### src/mer_pkg.sv
`timescale 1ns / 1ps
`default_nettype none

package mer_pkg;

  // Field widths fixed by the transaction formats.
  localparam int REQ_W      = 2;
  localparam int CH_FIELD_W = 3;
  localparam int CAP_W      = 16;
  localparam int REG_W      = 16;
  localparam int RAW_W      = 14;
  localparam int CFG_IDX_W  = 1;

  // Request codes.
  localparam logic [REQ_W-1:0] REQ_CAPTURE  = 2'd0;
  localparam logic [REQ_W-1:0] REQ_TRIGGER  = 2'd1;
  localparam logic [REQ_W-1:0] REQ_EVALUATE = 2'd2;

  // Configuration register indexes.
  localparam logic [CFG_IDX_W-1:0] CFG_TIMER_PERIOD = 1'd0;
  localparam logic [CFG_IDX_W-1:0] CFG_JUMP_LIMIT   = 1'd1;

  localparam logic [REG_W-1:0] TIMER_PERIOD_RST = 16'd50000;
  localparam logic [REG_W-1:0] JUMP_LIMIT_RST   = 16'd100;

  // Scaling width*17/100. A product width*17 at or above SAT_LIMIT gives a
  // distance beyond RAW_MAX, so only DIV_IN_W bits enter the divide. The
  // divide by 100 is a multiply by ceil(2^32/100), exact below 2^30.
  localparam int          SCALE_SHIFT = 4;
  localparam int          DIV_IN_W    = 21;
  localparam int          RECIP_W     = 26;
  localparam int          RECIP_SHIFT = 32;
  localparam logic [RECIP_W-1:0]  RECIP    = 26'd42949673;
  localparam logic [DIV_IN_W-1:0] SAT_LIMIT = 21'd1638400;
  localparam logic [RAW_W-1:0]    RAW_MAX   = 14'd16383;

  // Control of the state memories.
  typedef struct packed {
    logic rd_en;
    logic edge_we;
    logic prev_we;
  } store_ctrl_t;

endpackage

`default_nettype wire

### src/mer_req_if.sv
`timescale 1ns / 1ps
`default_nettype none

interface mer_req_if;
  logic                         valid;
  logic                         ready;
  logic [mer_pkg::REQ_W-1:0]      req_type;
  logic [mer_pkg::CH_FIELD_W-1:0] channel_index;
  logic [mer_pkg::CAP_W-1:0]      capture_value;

  modport source (output valid, req_type, channel_index, capture_value, input ready);
  modport sink   (input valid, req_type, channel_index, capture_value, output ready);
endinterface

`default_nettype wire

### src/mer_res_if.sv
`timescale 1ns / 1ps
`default_nettype none

interface mer_res_if;
  logic                           valid;
  logic                           ready;
  logic [mer_pkg::CH_FIELD_W-1:0] out_channel;
  logic [mer_pkg::RAW_W-1:0]      raw_distance;
  logic [mer_pkg::RAW_W-1:0]      accepted_distance;
  logic                           jump_rejected;
  logic                           last_result;

  modport source (output valid, out_channel, raw_distance, accepted_distance,
                  jump_rejected, last_result, input ready);
  modport sink   (input valid, out_channel, raw_distance, accepted_distance,
                  jump_rejected, last_result, output ready);
endinterface

`default_nettype wire

### src/mer_store.sv
`timescale 1ns / 1ps
`default_nettype none

module mer_store #(
  parameter int CHANNELS    = 6,
  parameter int COUNT_WIDTH = 16
) (
  input  wire logic                                            clk_i,
  input  wire logic                                            rst_ni,
  input  wire mer_pkg::store_ctrl_t                            ctrl_i,
  input  wire logic [((CHANNELS > 1) ? $clog2(CHANNELS) : 1)-1:0] rd_addr_i,
  input  wire logic [((CHANNELS > 1) ? $clog2(CHANNELS) : 1)-1:0] edge_wr_addr_i,
  input  wire logic [COUNT_WIDTH-1:0]                          edge_wr_start_i,
  input  wire logic [COUNT_WIDTH-1:0]                          edge_wr_end_i,
  input  wire logic [((CHANNELS > 1) ? $clog2(CHANNELS) : 1)-1:0] prev_wr_addr_i,
  input  wire logic [mer_pkg::RAW_W-1:0]                       prev_wr_data_i,
  output logic      [COUNT_WIDTH-1:0]                          rd_start_o,
  output logic      [COUNT_WIDTH-1:0]                          rd_end_o,
  output logic      [mer_pkg::RAW_W-1:0]                       rd_prev_o
);

  localparam int AW = (CHANNELS > 1) ? $clog2(CHANNELS) : 1;

  logic [2*COUNT_WIDTH-1:0]    edge_mem [CHANNELS];
  logic [mer_pkg::RAW_W-1:0]   prev_mem [CHANNELS];

  logic [CHANNELS-1:0]         edge_vld_q;
  logic [CHANNELS-1:0]         prev_vld_q;

  logic [2*COUNT_WIDTH-1:0]    rd_edge_q;
  logic [mer_pkg::RAW_W-1:0]   rd_prev_q;
  logic                        rd_evld_q;
  logic                        rd_pvld_q;

  // An entry that was never written reads as zero, its reset value.
  always_ff @(posedge clk_i or negedge rst_ni) begin
    if (!rst_ni) begin
      edge_vld_q <= '0;
      prev_vld_q <= '0;
      rd_evld_q  <= 1'b0;
      rd_pvld_q  <= 1'b0;
    end else begin
      if (ctrl_i.edge_we) begin
        edge_vld_q[edge_wr_addr_i] <= 1'b1;
      end
      if (ctrl_i.prev_we) begin
        prev_vld_q[prev_wr_addr_i] <= 1'b1;
      end
      if (ctrl_i.rd_en) begin
        rd_evld_q <= edge_vld_q[rd_addr_i];
        rd_pvld_q <= prev_vld_q[rd_addr_i];
      end
    end
  end

  always_ff @(posedge clk_i) begin
    if (ctrl_i.edge_we) begin
      edge_mem[edge_wr_addr_i] <= {edge_wr_start_i, edge_wr_end_i};
    end
    if (ctrl_i.prev_we) begin
      prev_mem[prev_wr_addr_i] <= prev_wr_data_i;
    end
    if (ctrl_i.rd_en) begin
      rd_edge_q <= edge_mem[rd_addr_i];
      rd_prev_q <= prev_mem[rd_addr_i];
    end
  end

  assign rd_start_o = rd_evld_q ? rd_edge_q[2*COUNT_WIDTH-1:COUNT_WIDTH] : '0;
  assign rd_end_o   = rd_evld_q ? rd_edge_q[COUNT_WIDTH-1:0] : '0;
  assign rd_prev_o  = rd_pvld_q ? rd_prev_q : '0;

endmodule

`default_nettype wire

### src/mer_calc.sv
`timescale 1ns / 1ps
`default_nettype none

module mer_calc #(
  parameter int COUNT_WIDTH = 16,
  parameter int TAG_W       = 18
) (
  input  wire logic                      clk_i,
  input  wire logic                      rst_ni,
  input  wire logic                      en_i,
  input  wire logic                      vld_i,
  input  wire logic [COUNT_WIDTH-1:0]    start_i,
  input  wire logic [COUNT_WIDTH-1:0]    end_i,
  input  wire logic [mer_pkg::REG_W-1:0] period_i,
  input  wire logic [TAG_W-1:0]          tag_i,
  output logic                           vld_o,
  output logic      [mer_pkg::RAW_W-1:0] raw_o,
  output logic      [TAG_W-1:0]          tag_o,
  output logic                           busy_o
);

  localparam int PW = (COUNT_WIDTH + 5 > mer_pkg::DIV_IN_W) ?
                      COUNT_WIDTH + 5 : mer_pkg::DIV_IN_W;
  localparam int MW = mer_pkg::DIV_IN_W + mer_pkg::RECIP_W;

  logic                      b_vld_q, c_vld_q, d_vld_q;
  logic [COUNT_WIDTH-1:0]    w_d, w_q;
  logic [PW-1:0]             p_d, p_q;
  logic [MW-1:0]             prod;
  logic [mer_pkg::RAW_W-1:0] raw_d, raw_q;
  logic [TAG_W-1:0]          b_tag_q, c_tag_q, d_tag_q;

  // When the end is not above the start the count wrapped once; the sum is
  // taken modulo the counter width.
  always_comb begin
    if (start_i < end_i) begin
      w_d = end_i - start_i;
    end else begin
      w_d = COUNT_WIDTH'(period_i) - start_i + end_i;
    end
  end

  assign p_d  = (PW'(w_q) << mer_pkg::SCALE_SHIFT) + PW'(w_q);
  assign prod = MW'(p_q[mer_pkg::DIV_IN_W-1:0]) * MW'(mer_pkg::RECIP);

  always_comb begin
    if (p_q >= PW'(mer_pkg::SAT_LIMIT)) begin
      raw_d = mer_pkg::RAW_MAX;
    end else begin
      raw_d = prod[mer_pkg::RECIP_SHIFT +: mer_pkg::RAW_W];
    end
  end

  always_ff @(posedge clk_i or negedge rst_ni) begin
    if (!rst_ni) begin
      b_vld_q <= 1'b0;
      c_vld_q <= 1'b0;
      d_vld_q <= 1'b0;
    end else if (en_i) begin
      b_vld_q <= vld_i;
      c_vld_q <= b_vld_q;
      d_vld_q <= c_vld_q;
    end
  end

  always_ff @(posedge clk_i) begin
    if (en_i) begin
      w_q     <= w_d;
      b_tag_q <= tag_i;
      p_q     <= p_d;
      c_tag_q <= b_tag_q;
      raw_q   <= raw_d;
      d_tag_q <= c_tag_q;
    end
  end

  assign vld_o  = d_vld_q;
  assign raw_o  = raw_q;
  assign tag_o  = d_tag_q;
  assign busy_o = b_vld_q | c_vld_q | d_vld_q;

endmodule

`default_nettype wire

### src/multi_channel_echo_ranger.sv
`timescale 1ns / 1ps
`default_nettype none

// Channel   Direction  Transaction
// req_i     in         capture edge, trigger re-arm, or evaluate all channels
// res_o     out        one distance result per channel of an evaluate
// cfg       in         write of timer_period or jump_limit
//
// A capture reads the channel entry, then writes it back; a trigger only re-arms.
// An evaluate issues one channel read per cycle unless the result stalls; the
// result pipeline is 5 deep; requests wait until the read stage and calc are empty.
// Reset clears per-entry valid bits; unwritten entries read as zero, no clearing pass.
// A stalled result freezes the whole evaluation pipeline, memory reads included.

module multi_channel_echo_ranger #(
  parameter int CHANNELS    = 6,
  parameter int COUNT_WIDTH = 16
) (
  input  wire logic                          clk_i,
  input  wire logic                          rst_ni,
  input  wire logic                          cfg_we_i,
  input  wire logic [mer_pkg::CFG_IDX_W-1:0] cfg_idx_i,
  input  wire logic [mer_pkg::REG_W-1:0]     cfg_data_i,
  mer_req_if.sink                            req_i,
  mer_res_if.source                          res_o
);

  localparam int AW    = (CHANNELS > 1) ? $clog2(CHANNELS) : 1;
  localparam int TAG_W = mer_pkg::RAW_W + AW + 1;

  localparam logic [1:0] ST_IDLE = 2'd0;
  localparam logic [1:0] ST_CAP  = 2'd1;
  localparam logic [1:0] ST_EVAL = 2'd2;

  logic [1:0]                state_q;
  logic [AW-1:0]             cnt_q;
  logic [CHANNELS-1:0]       exp_q;
  logic [mer_pkg::REG_W-1:0] period_q, limit_q;

  logic                      in_acc, adv, issue, cnt_last, cap_ok;
  logic [AW-1:0]             in_ch;

  logic [AW-1:0]             cap_ch_q;
  logic [COUNT_WIDTH-1:0]    cap_val_q;
  logic                      cap_rise_q;

  logic                      a_vld_q, a_last_q;
  logic [AW-1:0]             a_ch_q;

  mer_pkg::store_ctrl_t      st_ctrl;
  logic [AW-1:0]             rd_addr;
  logic [COUNT_WIDTH-1:0]    rd_start, rd_end, wr_start, wr_end;
  logic [mer_pkg::RAW_W-1:0] rd_prev;

  logic                      calc_vld, calc_busy;
  logic [mer_pkg::RAW_W-1:0] calc_raw, d_prev, diff;
  logic [TAG_W-1:0]          calc_tag;
  logic [AW-1:0]             d_ch;
  logic                      d_last, reject;

  logic                      out_vld_q;
  logic [mer_pkg::CH_FIELD_W-1:0] out_ch_q;
  logic [mer_pkg::RAW_W-1:0] out_raw_q, out_acc_q;
  logic                      out_rej_q, out_last_q;

  assign req_i.ready = (state_q == ST_IDLE) && !a_vld_q && !calc_busy;
  assign in_acc      = req_i.valid && req_i.ready;
  assign adv         = !out_vld_q || res_o.ready;
  assign issue       = (state_q == ST_EVAL) && adv;
  assign cnt_last    = cnt_q == AW'(CHANNELS - 1);
  assign in_ch       = AW'(req_i.channel_index);
  assign cap_ok      = (req_i.req_type == mer_pkg::REQ_CAPTURE) &&
                       (32'(req_i.channel_index) < 32'(CHANNELS));

  // The capture reads its entry at acceptance and writes back one half next cycle.
  assign st_ctrl.rd_en   = issue || (in_acc && cap_ok);
  assign st_ctrl.edge_we = state_q == ST_CAP;
  assign st_ctrl.prev_we = adv && calc_vld;
  assign rd_addr         = issue ? cnt_q : in_ch;
  assign wr_start        = cap_rise_q ? cap_val_q : rd_start;
  assign wr_end          = cap_rise_q ? rd_end : cap_val_q;

  always_ff @(posedge clk_i or negedge rst_ni) begin
    if (!rst_ni) begin
      state_q  <= ST_IDLE;
      cnt_q    <= '0;
      exp_q    <= '1;
      period_q <= mer_pkg::TIMER_PERIOD_RST;
      limit_q  <= mer_pkg::JUMP_LIMIT_RST;
      a_vld_q  <= 1'b0;
      out_vld_q <= 1'b0;
    end else begin
      if (cfg_we_i) begin
        if (cfg_idx_i == mer_pkg::CFG_TIMER_PERIOD) begin
          period_q <= cfg_data_i;
        end else if (cfg_idx_i == mer_pkg::CFG_JUMP_LIMIT) begin
          limit_q <= cfg_data_i;
        end
      end
      case (state_q)
        ST_IDLE: begin
          if (in_acc) begin
            if (cap_ok) begin
              exp_q[in_ch] <= ~exp_q[in_ch];
              state_q      <= ST_CAP;
            end else if (req_i.req_type == mer_pkg::REQ_TRIGGER) begin
              exp_q <= '1;
            end else if (req_i.req_type == mer_pkg::REQ_EVALUATE) begin
              cnt_q   <= '0;
              state_q <= ST_EVAL;
            end
          end
        end
        ST_CAP: begin
          state_q <= ST_IDLE;
        end
        ST_EVAL: begin
          if (adv) begin
            cnt_q <= cnt_q + AW'(1);
            if (cnt_last) begin
              state_q <= ST_IDLE;
            end
          end
        end
        default: begin
          state_q <= ST_IDLE;
        end
      endcase
      if (adv) begin
        a_vld_q   <= issue;
        out_vld_q <= calc_vld;
      end
    end
  end

  always_ff @(posedge clk_i) begin
    if (in_acc && cap_ok) begin
      cap_ch_q   <= in_ch;
      cap_val_q  <= COUNT_WIDTH'(req_i.capture_value);
      cap_rise_q <= exp_q[in_ch];
    end
    if (adv) begin
      a_ch_q   <= cnt_q;
      a_last_q <= cnt_last;
      if (calc_vld) begin
        out_ch_q   <= mer_pkg::CH_FIELD_W'(d_ch);
        out_raw_q  <= calc_raw;
        out_acc_q  <= reject ? d_prev : calc_raw;
        out_rej_q  <= reject;
        out_last_q <= d_last;
      end
    end
  end

  mer_store #(
    .CHANNELS    (CHANNELS),
    .COUNT_WIDTH (COUNT_WIDTH)
  ) u_store (
    .clk_i           (clk_i),
    .rst_ni          (rst_ni),
    .ctrl_i          (st_ctrl),
    .rd_addr_i       (rd_addr),
    .edge_wr_addr_i  (cap_ch_q),
    .edge_wr_start_i (wr_start),
    .edge_wr_end_i   (wr_end),
    .prev_wr_addr_i  (d_ch),
    .prev_wr_data_i  (calc_raw),
    .rd_start_o      (rd_start),
    .rd_end_o        (rd_end),
    .rd_prev_o       (rd_prev)
  );

  mer_calc #(
    .COUNT_WIDTH (COUNT_WIDTH),
    .TAG_W       (TAG_W)
  ) u_calc (
    .clk_i    (clk_i),
    .rst_ni   (rst_ni),
    .en_i     (adv),
    .vld_i    (a_vld_q),
    .start_i  (rd_start),
    .end_i    (rd_end),
    .period_i (period_q),
    .tag_i    ({rd_prev, a_ch_q, a_last_q}),
    .vld_o    (calc_vld),
    .raw_o    (calc_raw),
    .tag_o    (calc_tag),
    .busy_o   (calc_busy)
  );

  assign d_prev = calc_tag[TAG_W-1 -: mer_pkg::RAW_W];
  assign d_ch   = calc_tag[AW:1];
  assign d_last = calc_tag[0];
  assign diff   = (calc_raw > d_prev) ? calc_raw - d_prev : d_prev - calc_raw;
  assign reject = mer_pkg::REG_W'(diff) > limit_q;

  assign res_o.valid             = out_vld_q;
  assign res_o.out_channel       = out_ch_q;
  assign res_o.raw_distance      = out_raw_q;
  assign res_o.accepted_distance = out_acc_q;
  assign res_o.jump_rejected     = out_rej_q;
  assign res_o.last_result       = out_last_q;

endmodule

`default_nettype wire
### src/flat_wrapper.sv
// flat-port wrapper written by rule: the top's interface ports become plain ports
module multi_channel_echo_ranger_flat 
#(
  parameter int CHANNELS    = 6,
  parameter int COUNT_WIDTH = 16
)
  (clk_i, rst_ni, cfg_we_i, cfg_idx_i, cfg_data_i, req_i_valid, req_i_req_type, req_i_channel_index, req_i_capture_value, req_i_ready, res_o_valid, res_o_out_channel, res_o_raw_distance, res_o_accepted_distance, res_o_jump_rejected, res_o_last_result, res_o_ready);
  mer_req_if req_i_i ();
  mer_res_if res_o_i ();
  input  wire logic clk_i;
  input  wire logic rst_ni;
  input  wire logic cfg_we_i;
  input  wire logic [mer_pkg::CFG_IDX_W-1:0] cfg_idx_i;
  input  wire logic [mer_pkg::REG_W-1:0] cfg_data_i;
  input wire logic [$bits(req_i_i.valid)-1:0] req_i_valid;
  input wire logic [$bits(req_i_i.req_type)-1:0] req_i_req_type;
  input wire logic [$bits(req_i_i.channel_index)-1:0] req_i_channel_index;
  input wire logic [$bits(req_i_i.capture_value)-1:0] req_i_capture_value;
  output wire logic [$bits(req_i_i.ready)-1:0] req_i_ready;
  output wire logic [$bits(res_o_i.valid)-1:0] res_o_valid;
  output wire logic [$bits(res_o_i.out_channel)-1:0] res_o_out_channel;
  output wire logic [$bits(res_o_i.raw_distance)-1:0] res_o_raw_distance;
  output wire logic [$bits(res_o_i.accepted_distance)-1:0] res_o_accepted_distance;
  output wire logic [$bits(res_o_i.jump_rejected)-1:0] res_o_jump_rejected;
  output wire logic [$bits(res_o_i.last_result)-1:0] res_o_last_result;
  input wire logic [$bits(res_o_i.ready)-1:0] res_o_ready;
  assign req_i_i.valid = req_i_valid;
  assign req_i_i.req_type = req_i_req_type;
  assign req_i_i.channel_index = req_i_channel_index;
  assign req_i_i.capture_value = req_i_capture_value;
  assign req_i_ready = req_i_i.ready;
  assign res_o_valid = res_o_i.valid;
  assign res_o_out_channel = res_o_i.out_channel;
  assign res_o_raw_distance = res_o_i.raw_distance;
  assign res_o_accepted_distance = res_o_i.accepted_distance;
  assign res_o_jump_rejected = res_o_i.jump_rejected;
  assign res_o_last_result = res_o_i.last_result;
  assign res_o_i.ready = res_o_ready;
  multi_channel_echo_ranger #(.CHANNELS(CHANNELS), .COUNT_WIDTH(COUNT_WIDTH)) u_core (.clk_i(clk_i), .rst_ni(rst_ni), .cfg_we_i(cfg_we_i), .cfg_idx_i(cfg_idx_i), .cfg_data_i(cfg_data_i), .req_i(req_i_i), .res_o(res_o_i));
endmodule
### config.mk
export PLATFORM = sky130hd
export DESIGN_NAME = multi_channel_echo_ranger_flat
export DESIGN_NICKNAME = d
export VERILOG_FILES = /design/src/mer_pkg.sv /design/src/mer_req_if.sv /design/src/mer_res_if.sv /design/src/mer_store.sv /design/src/mer_calc.sv /design/src/multi_channel_echo_ranger.sv /design/src/flat_wrapper.sv
export SDC_FILE = /design/constraint.sdc
export NUM_CORES = 1
export LEC_CHECK = 0
export ABC_CLOCK_PERIOD_IN_PS = 14100
export BUFFER_PORTS_ARGS = -buffer_cell sky130_fd_sc_hd__buf_2
export CAP_MARGIN = 20
export CELL_PAD_IN_SITES_DETAIL_PLACEMENT = 0
export CELL_PAD_IN_SITES_GLOBAL_PLACEMENT = 1
export CORE_UTILIZATION = 57
export CTS_BUF_LIST = sky130_fd_sc_hd__clkbuf_16
export CTS_CLUSTER_DIAMETER = 50
export DETAILED_ROUTE_END_ITERATION = 8
export GPL_TIMING_DRIVEN = 0
export PLACE_DENSITY = 0.86
export SLEW_MARGIN = 25
export SYNTH_ARGS = -nofsm -noshare
export SYNTH_HDL_FRONTEND = slang
export SYNTH_HIERARCHICAL = 1
export SYNTH_SLANG_ARGS = --single-unit
### constraint.sdc
create_clock -name clk_i -period 14.1 [get_ports clk_i]
set_input_delay 0.705 -clock clk_i [delete_from_list [all_inputs] [get_ports clk_i]]
set_output_delay 0.705 -clock clk_i [all_outputs]
set_load 0.01 [all_outputs]
After elaboration in Yosys (flattened, before gate mapping)

Memories as Yosys holds them, arrays and structs flattened. A register that Yosys moved wholly into a read port is not among the register bits.
Index checks and enable logic that the tools add are counted.

Flip-flop bits (word level): 224
Bits in writable memories: 276
Input port bits: 43
Output and inout port bits: 35
Logic and storage cells: 137
Memories kept: 2

Add/subtract/negate cells: 7
Multipliers: 1
$lt $le $gt $ge: 12
Equality and inequality tests: 13
Mux-type cells: 40
Bitwise logic cells: 6
Reductions and logical operators: 25

Memory list:

| name                    | words | width | read ports | clocked after Yosys merged registers in | write ports | RTL line        | RTL |
|---|---|---|---|---|---|---|---|
| u_core.u_store.edge_mem | 6     | 32    | 1          | 1                                       | 1           | mer_store.sv:24 | `logic [2*COUNT_WIDTH-1:0] edge_mem [CHANNELS];` |
| u_core.u_store.prev_mem | 6     | 14    | 1          | 1                                       | 1           | mer_store.sv:25 | `logic [mer_pkg::RAW_W-1:0] prev_mem [CHANNELS];` |

Operator list:

| operator                                                           | count |
|---|---|
| two-way mux 16 bit                                                 | 5 |
| multiplier 21 x 26 -> 46 bit (second input constant)               | 1 |
| subtractor 16 bit                                                  | 2 |
| two-way mux 14 bit                                                 | 2 |
| subtractor 14 bit                                                  | 2 |
| adder 20 x 16 -> 21 bit                                            | 1 |
| greater-or-equal comparator 21 bit (second input constant)         | 1 |
| two-way mux 3 bit                                                  | 6 |
| adder 16 bit                                                       | 1 |
| greater-than comparator 14 x 16 -> 1 bit                           | 1 |
| less-than comparator 16 bit                                        | 1 |
| less-than comparator 3 x 4 -> 1 bit (second input constant)        | 4 |
| greater-than comparator 14 bit                                     | 1 |
| two-way mux 2 bit                                                  | 6 |
| two-way mux 6 bit                                                  | 2 |
| bitwise OR 6 bit                                                   | 2 |
| logical AND 1 bit                                                  | 10 |
| two-way mux 1 bit                                                  | 10 |
| binary-select mux 1 bit (select 3 bit)                             | 3 |
| demux 1 bit (select 3 bit)                                         | 3 |
| greater-or-equal comparator 3 x 1 -> 1 bit (second input constant) | 3 |
| bitwise mux 6 bit                                                  | 1 |
| inequality test 2 x 1 -> 1 bit (second input constant)             | 3 |
| inequality test 2 bit (second input constant)                      | 3 |
| other kinds (18)                                                   | 30 |

Longest topological paths before layout

Depth in word-level cells: 7
Mapped depth: 25
Depth with buffers taken out: 25

Modules after synthesis

The synthesis kept the hierarchy.

By module, submodules not included:

| module                    | times used | cells an instance | area an instance (um^2) | sequential area each (um^2) |
|---|---|---|---|---|
| mer_calc                  | 1          | 1335              | 14232.4                 | 3228.1 |
| mer_store                 | 1          | 639               | 12697.2                 | 10019.6 |
| multi_channel_echo_ranger | 1          | 495               | 5921.9                  | 2856.5 |

Worst setup path after synthesis

No wires, ideal clock.

Path kind: register to register
From: register u_core.u_calc.p_q[4]
To: register u_core.u_calc.raw_q (netlist bit u_core/u_calc/raw_o[12]), data pin
Setup time: 0.260 ns
Arrival: 6.157 ns
Data required time: 13.840 ns
Path slack: 7.682 ns
Cell stages (with the launch flop): 24
Path buffers: 0
Period minus slack after synthesis: 6.418 ns
Cells stage by stage: edfxtp_1 -> inv_1 -> fa_1 -> fa_1 -> fa_1 -> inv_1 -> fa_1 -> inv_1 -> fa_1 -> inv_1 -> fa_1 -> inv_1 -> fa_1 -> inv_1 -> ha_1 -> a21oi_1 -> o21ai_0 -> nor3_1 -> o211ai_2 -> a31oi_4 -> o211ai_2 -> a21oi_2 -> o21ai_1 -> mux2_4

Word-level cells in the longest chain between the ends: 1
Elaborated cells between the ends (all ways): 2
Classes of those cells: 1 x mul; 1 x order compare

Ends and longest elaborated chain:

| item                                                                               | RTL line                       | RTL |
|---|---|---|
| start, declared                                                                    | mer_calc.sv:28                 | `logic [PW-1:0] p_d, p_q;` |
| start signal, assigned                                                             | mer_calc.sv:70                 | `p_q <= p_d;` |
| multiplier 21 x 26 -> 46 bit or greater-or-equal comparator 21 bit (tied branches) | mer_calc.sv:44, mer_calc.sv:47 |  |
| end signal, assigned                                                               | mer_calc.sv:72                 | `raw_q <= raw_d;` |
| end, declared                                                                      | mer_calc.sv:30                 | `logic [mer_pkg::RAW_W-1:0] raw_d, raw_q;` |

Several ways; a longest one is shown, not always the timed one.
A chain may end at the register's enable or synchronous reset.

Worst setup path in the final report

From: register u_core.u_calc.p_q[4]
To: register u_core.u_calc.raw_q (netlist bit u_core/u_calc/raw_o[13]), data pin

Same word-level chain as after synthesis.

==> flow_summary.toml <==
[yosys]
synth.largest_area_cell = "edfxtp_1"
async_flop_share_pct = 11.4
syn_area_sq_mm = 0.0329
yosys-top-cells-area = "edfxtp_1 (44%), ha_1 (12%), fa_1 (12%), inv_1 (4.8%), dfrtp_1 (3.6%)"
synth_seq_area_share_pct = 49.0
ys.warnings.count = 6
synth_edf_count = 484
synth_top_area_share_pct = 44.2
syn-num-nets = 3014
syn_inst = 2469
ys_ff_latch = 546
postSynthAreaPerCell_sq_um = 13.3
post_synth_num_cell_types = 79
synthFlopType = "edfxtp_1"

[finish]
fin_cells = 3426
fin_util_pct = 64.1
final_cell_mix = "edfxtp_1 (484), inv_1 (430), ha_1 (312)"
design_area_sq_mm = 0.0364
layout.nets = 3169
drive_gt1_share_pct = 14.4
final_common_cell = "edfxtp_1"
area_growth_pct = 10.7

[clock_tree]
hold_buffers = 0
cts-root-buf = "clkbuf_16"
cts_buffers = 54
clock_insertion_delay_worst_skew_ns = 0.62
tritoncts = "built"
clkTransAtPathRegs_ns = 0.06
h-tree-depth = 2
cts_setup_buffers = 0
cts_resized = 0
cts.sinks = 546
cts_buffer_depth = 3

[placement]
place_area_sq_mm = 0.0346
dpl.cell_count = 3324
dpl.hpwl_mm = 55.5
gp_congestion = 0.962
port_buffers = 77

[detailed_routing]
drt-pass1-iter-count = 5
drt-total-wl_mm = 71.4
vias = 19160
drc_errors = 0
postRouteAntennaNets = 0
wire_per_inst_um = 20.9
viasPerCell = 5.59
dr.first_iter.drc_count = 1260

[floorplanning]
top_level_ports = 78
die_x_um = 242
num_rows = 87
dieArea_sq_mm = 0.0586
design.core.area_sq_mm = 0.0567
start_util_pct = 57.9
die_h_um = 242

[timing]
skew_ns = 0.0268
max_freq_ghz = 0.137
period_needed_ns = 7.31
worst_pin_slew_ns = 0.920
rsz0062_at_grt = "no"
setup_viol = 0
setup_tns_ns = 0
fin_crit_sh_pct = 51.8
max_slew_margin_pct = 38.6
drv_slew = 0
hold_violations = 0

[worst_setup_path]
end_kind = "register"
worstSetupStartpointType = "register"
critPathKind = "register to register"
worst-path-max-fanout = 9
arrival_ns = 7.66
critical_path_required_ns = 14.45

[job]
maxCapViolations = 0

[grt]
grt_pass1_vias = 20401
grt_pass1_wl_mm = 112
grt_max_degree = 63
overflow = 0
antenna_found_initial = 0
grtUsageTotal_pct = 25.0

[min_path]
min_path_type = "input pin to asynchronous set/reset pin"

[outcome]
status = "finished, final reports clean"
[metrics by stage]
step / setup WS [ns] / hold WS, ns
finish: 6.79 / 0.180
CTS: 6.80 / 0.188
floorplan: 7.68 / 0.400
global route: 6.60 / 0.228
global placement: 5.36 / 0.401
detailed placement: 6.86 / 0.405
[final timing paths]
kind	from	end	slack, ns	cells after the start
min in group clk_i	req_i_capture_value[10]	u_core/cap_val_q[10]$_DFFE_PP_	0.26	1
setup / recovery	u_core/u_calc/p_q[4]$_DFFE_PP_	u_core/u_calc/raw_o[13]$_SDFFCE_PP1P_	6.79	23
hold reg to reg	u_core/u_calc/c_tag_q[9]$_DFFE_PP_	u_core/u_calc/tag_o[9]$_DFFE_PP_	0.41	0
setup reg to reg	u_core/u_calc/p_q[4]$_DFFE_PP_	u_core/u_calc/raw_o[13]$_SDFFCE_PP1P_	6.79	23
max in group asynchronous	rst_ni	u_core/period_q[5]$_DFFE_PN0P_	13.35	1
hold / removal	rst_ni	u_core/res_o.valid$_DFFE_PN0N_	0.18	1
[flip-flops by register name, summed over array words and instances (netlist names), 16 cells and up]
signal	cells
u_core/cap_val_q	16
u_core/limit_q	16
u_core/period_q	16
u_core/u_calc/b_tag_q	18
u_core/u_calc/c_tag_q	18
u_core/u_calc/p_q	21
u_core/u_calc/tag_o	18
u_core/u_calc/w_q	16
u_core/u_store/edge_mem	192
u_core/u_store/prev_mem	84
u_core/u_store/rd_edge_q	32
[logic make-up (layout without fill, tap and decap cells)]
kind of cell             after synthesis  in the layout  synth area share (%)
XOR/XNOR                              65             65                  1.73
adder cells (fa/ha/maj)              502            502                  23.5
other                                  0              2                     0
multiplexers                         204            204                  8.38
AO/OA/AOI/OAI                        306            306                  6.00
flip-flops                           546            546                  49.0
AND/OR/NAND/NOR                      377            377                  5.71
buffers and inverters                469            668                  5.70
[cells in the mapped netlist, types with 45 or more instances]
master and number:
inv_1 416, dfrtp_1 47, a21oi_1 93, mux4_2 45, ha_1 312, mux2i_1 79, nor2_1 70, nand2_1 112
o21ai_0 79, fa_1 190, edfxtp_1 484, mux2_2 74, and2_1 54
[critical path, stage by stage (launching register included)]
cell and delay (ns):
edfxtp_1 0.66, inv_1 0.21, fa_1 0.59, fa_1 0.48, fa_1 0.54, inv_1 0.06
fa_1 0.49, inv_1 0.05, fa_1 0.49, inv_1 0.06, fa_1 0.54, inv_1 0.06
fa_1 0.53, inv_1 0.05, ha_1 0.34, a21oi_1 0.15, o21ai_0 0.09, nor3_1 0.27
o211ai_2 0.29, a31oi_4 0.33, nor2b_1 0.09, o21ai_1 0.17, a31o_1 0.18, mux2_1 0.34
[final cells by class]
| class | instances | area (sq um) |
|---|---|---|
| Clock inverter | 44 | 417 |
| Buffer | 52 | 307 |
| Fill cell | 4213 | 20300 |
| Multi-Input combinational cell | 1454 | 14900 |
| Sequential cell | 546 | 16100 |
| Antenna cell | 2 | 5.00 |
| Inverter | 417 | 1570 |
| Tap cell | 756 | 946 |
| Timing Repair Buffer | 99 | 682 |
| Clock buffer | 56 | 1400 |
[routing by layer]
layer	vias up	global-route usage, %	part of all wire [%]
met5	-	0	0
met4	0	8.62	3.2
met3	124	3.15	4.4
met2	448	44.0	51
met1	9651	31.8	41
li1	8937	-	-
Power is not shown: default switching activity piles up to over one toggle a cycle in this logic, so the estimate is an artifact.
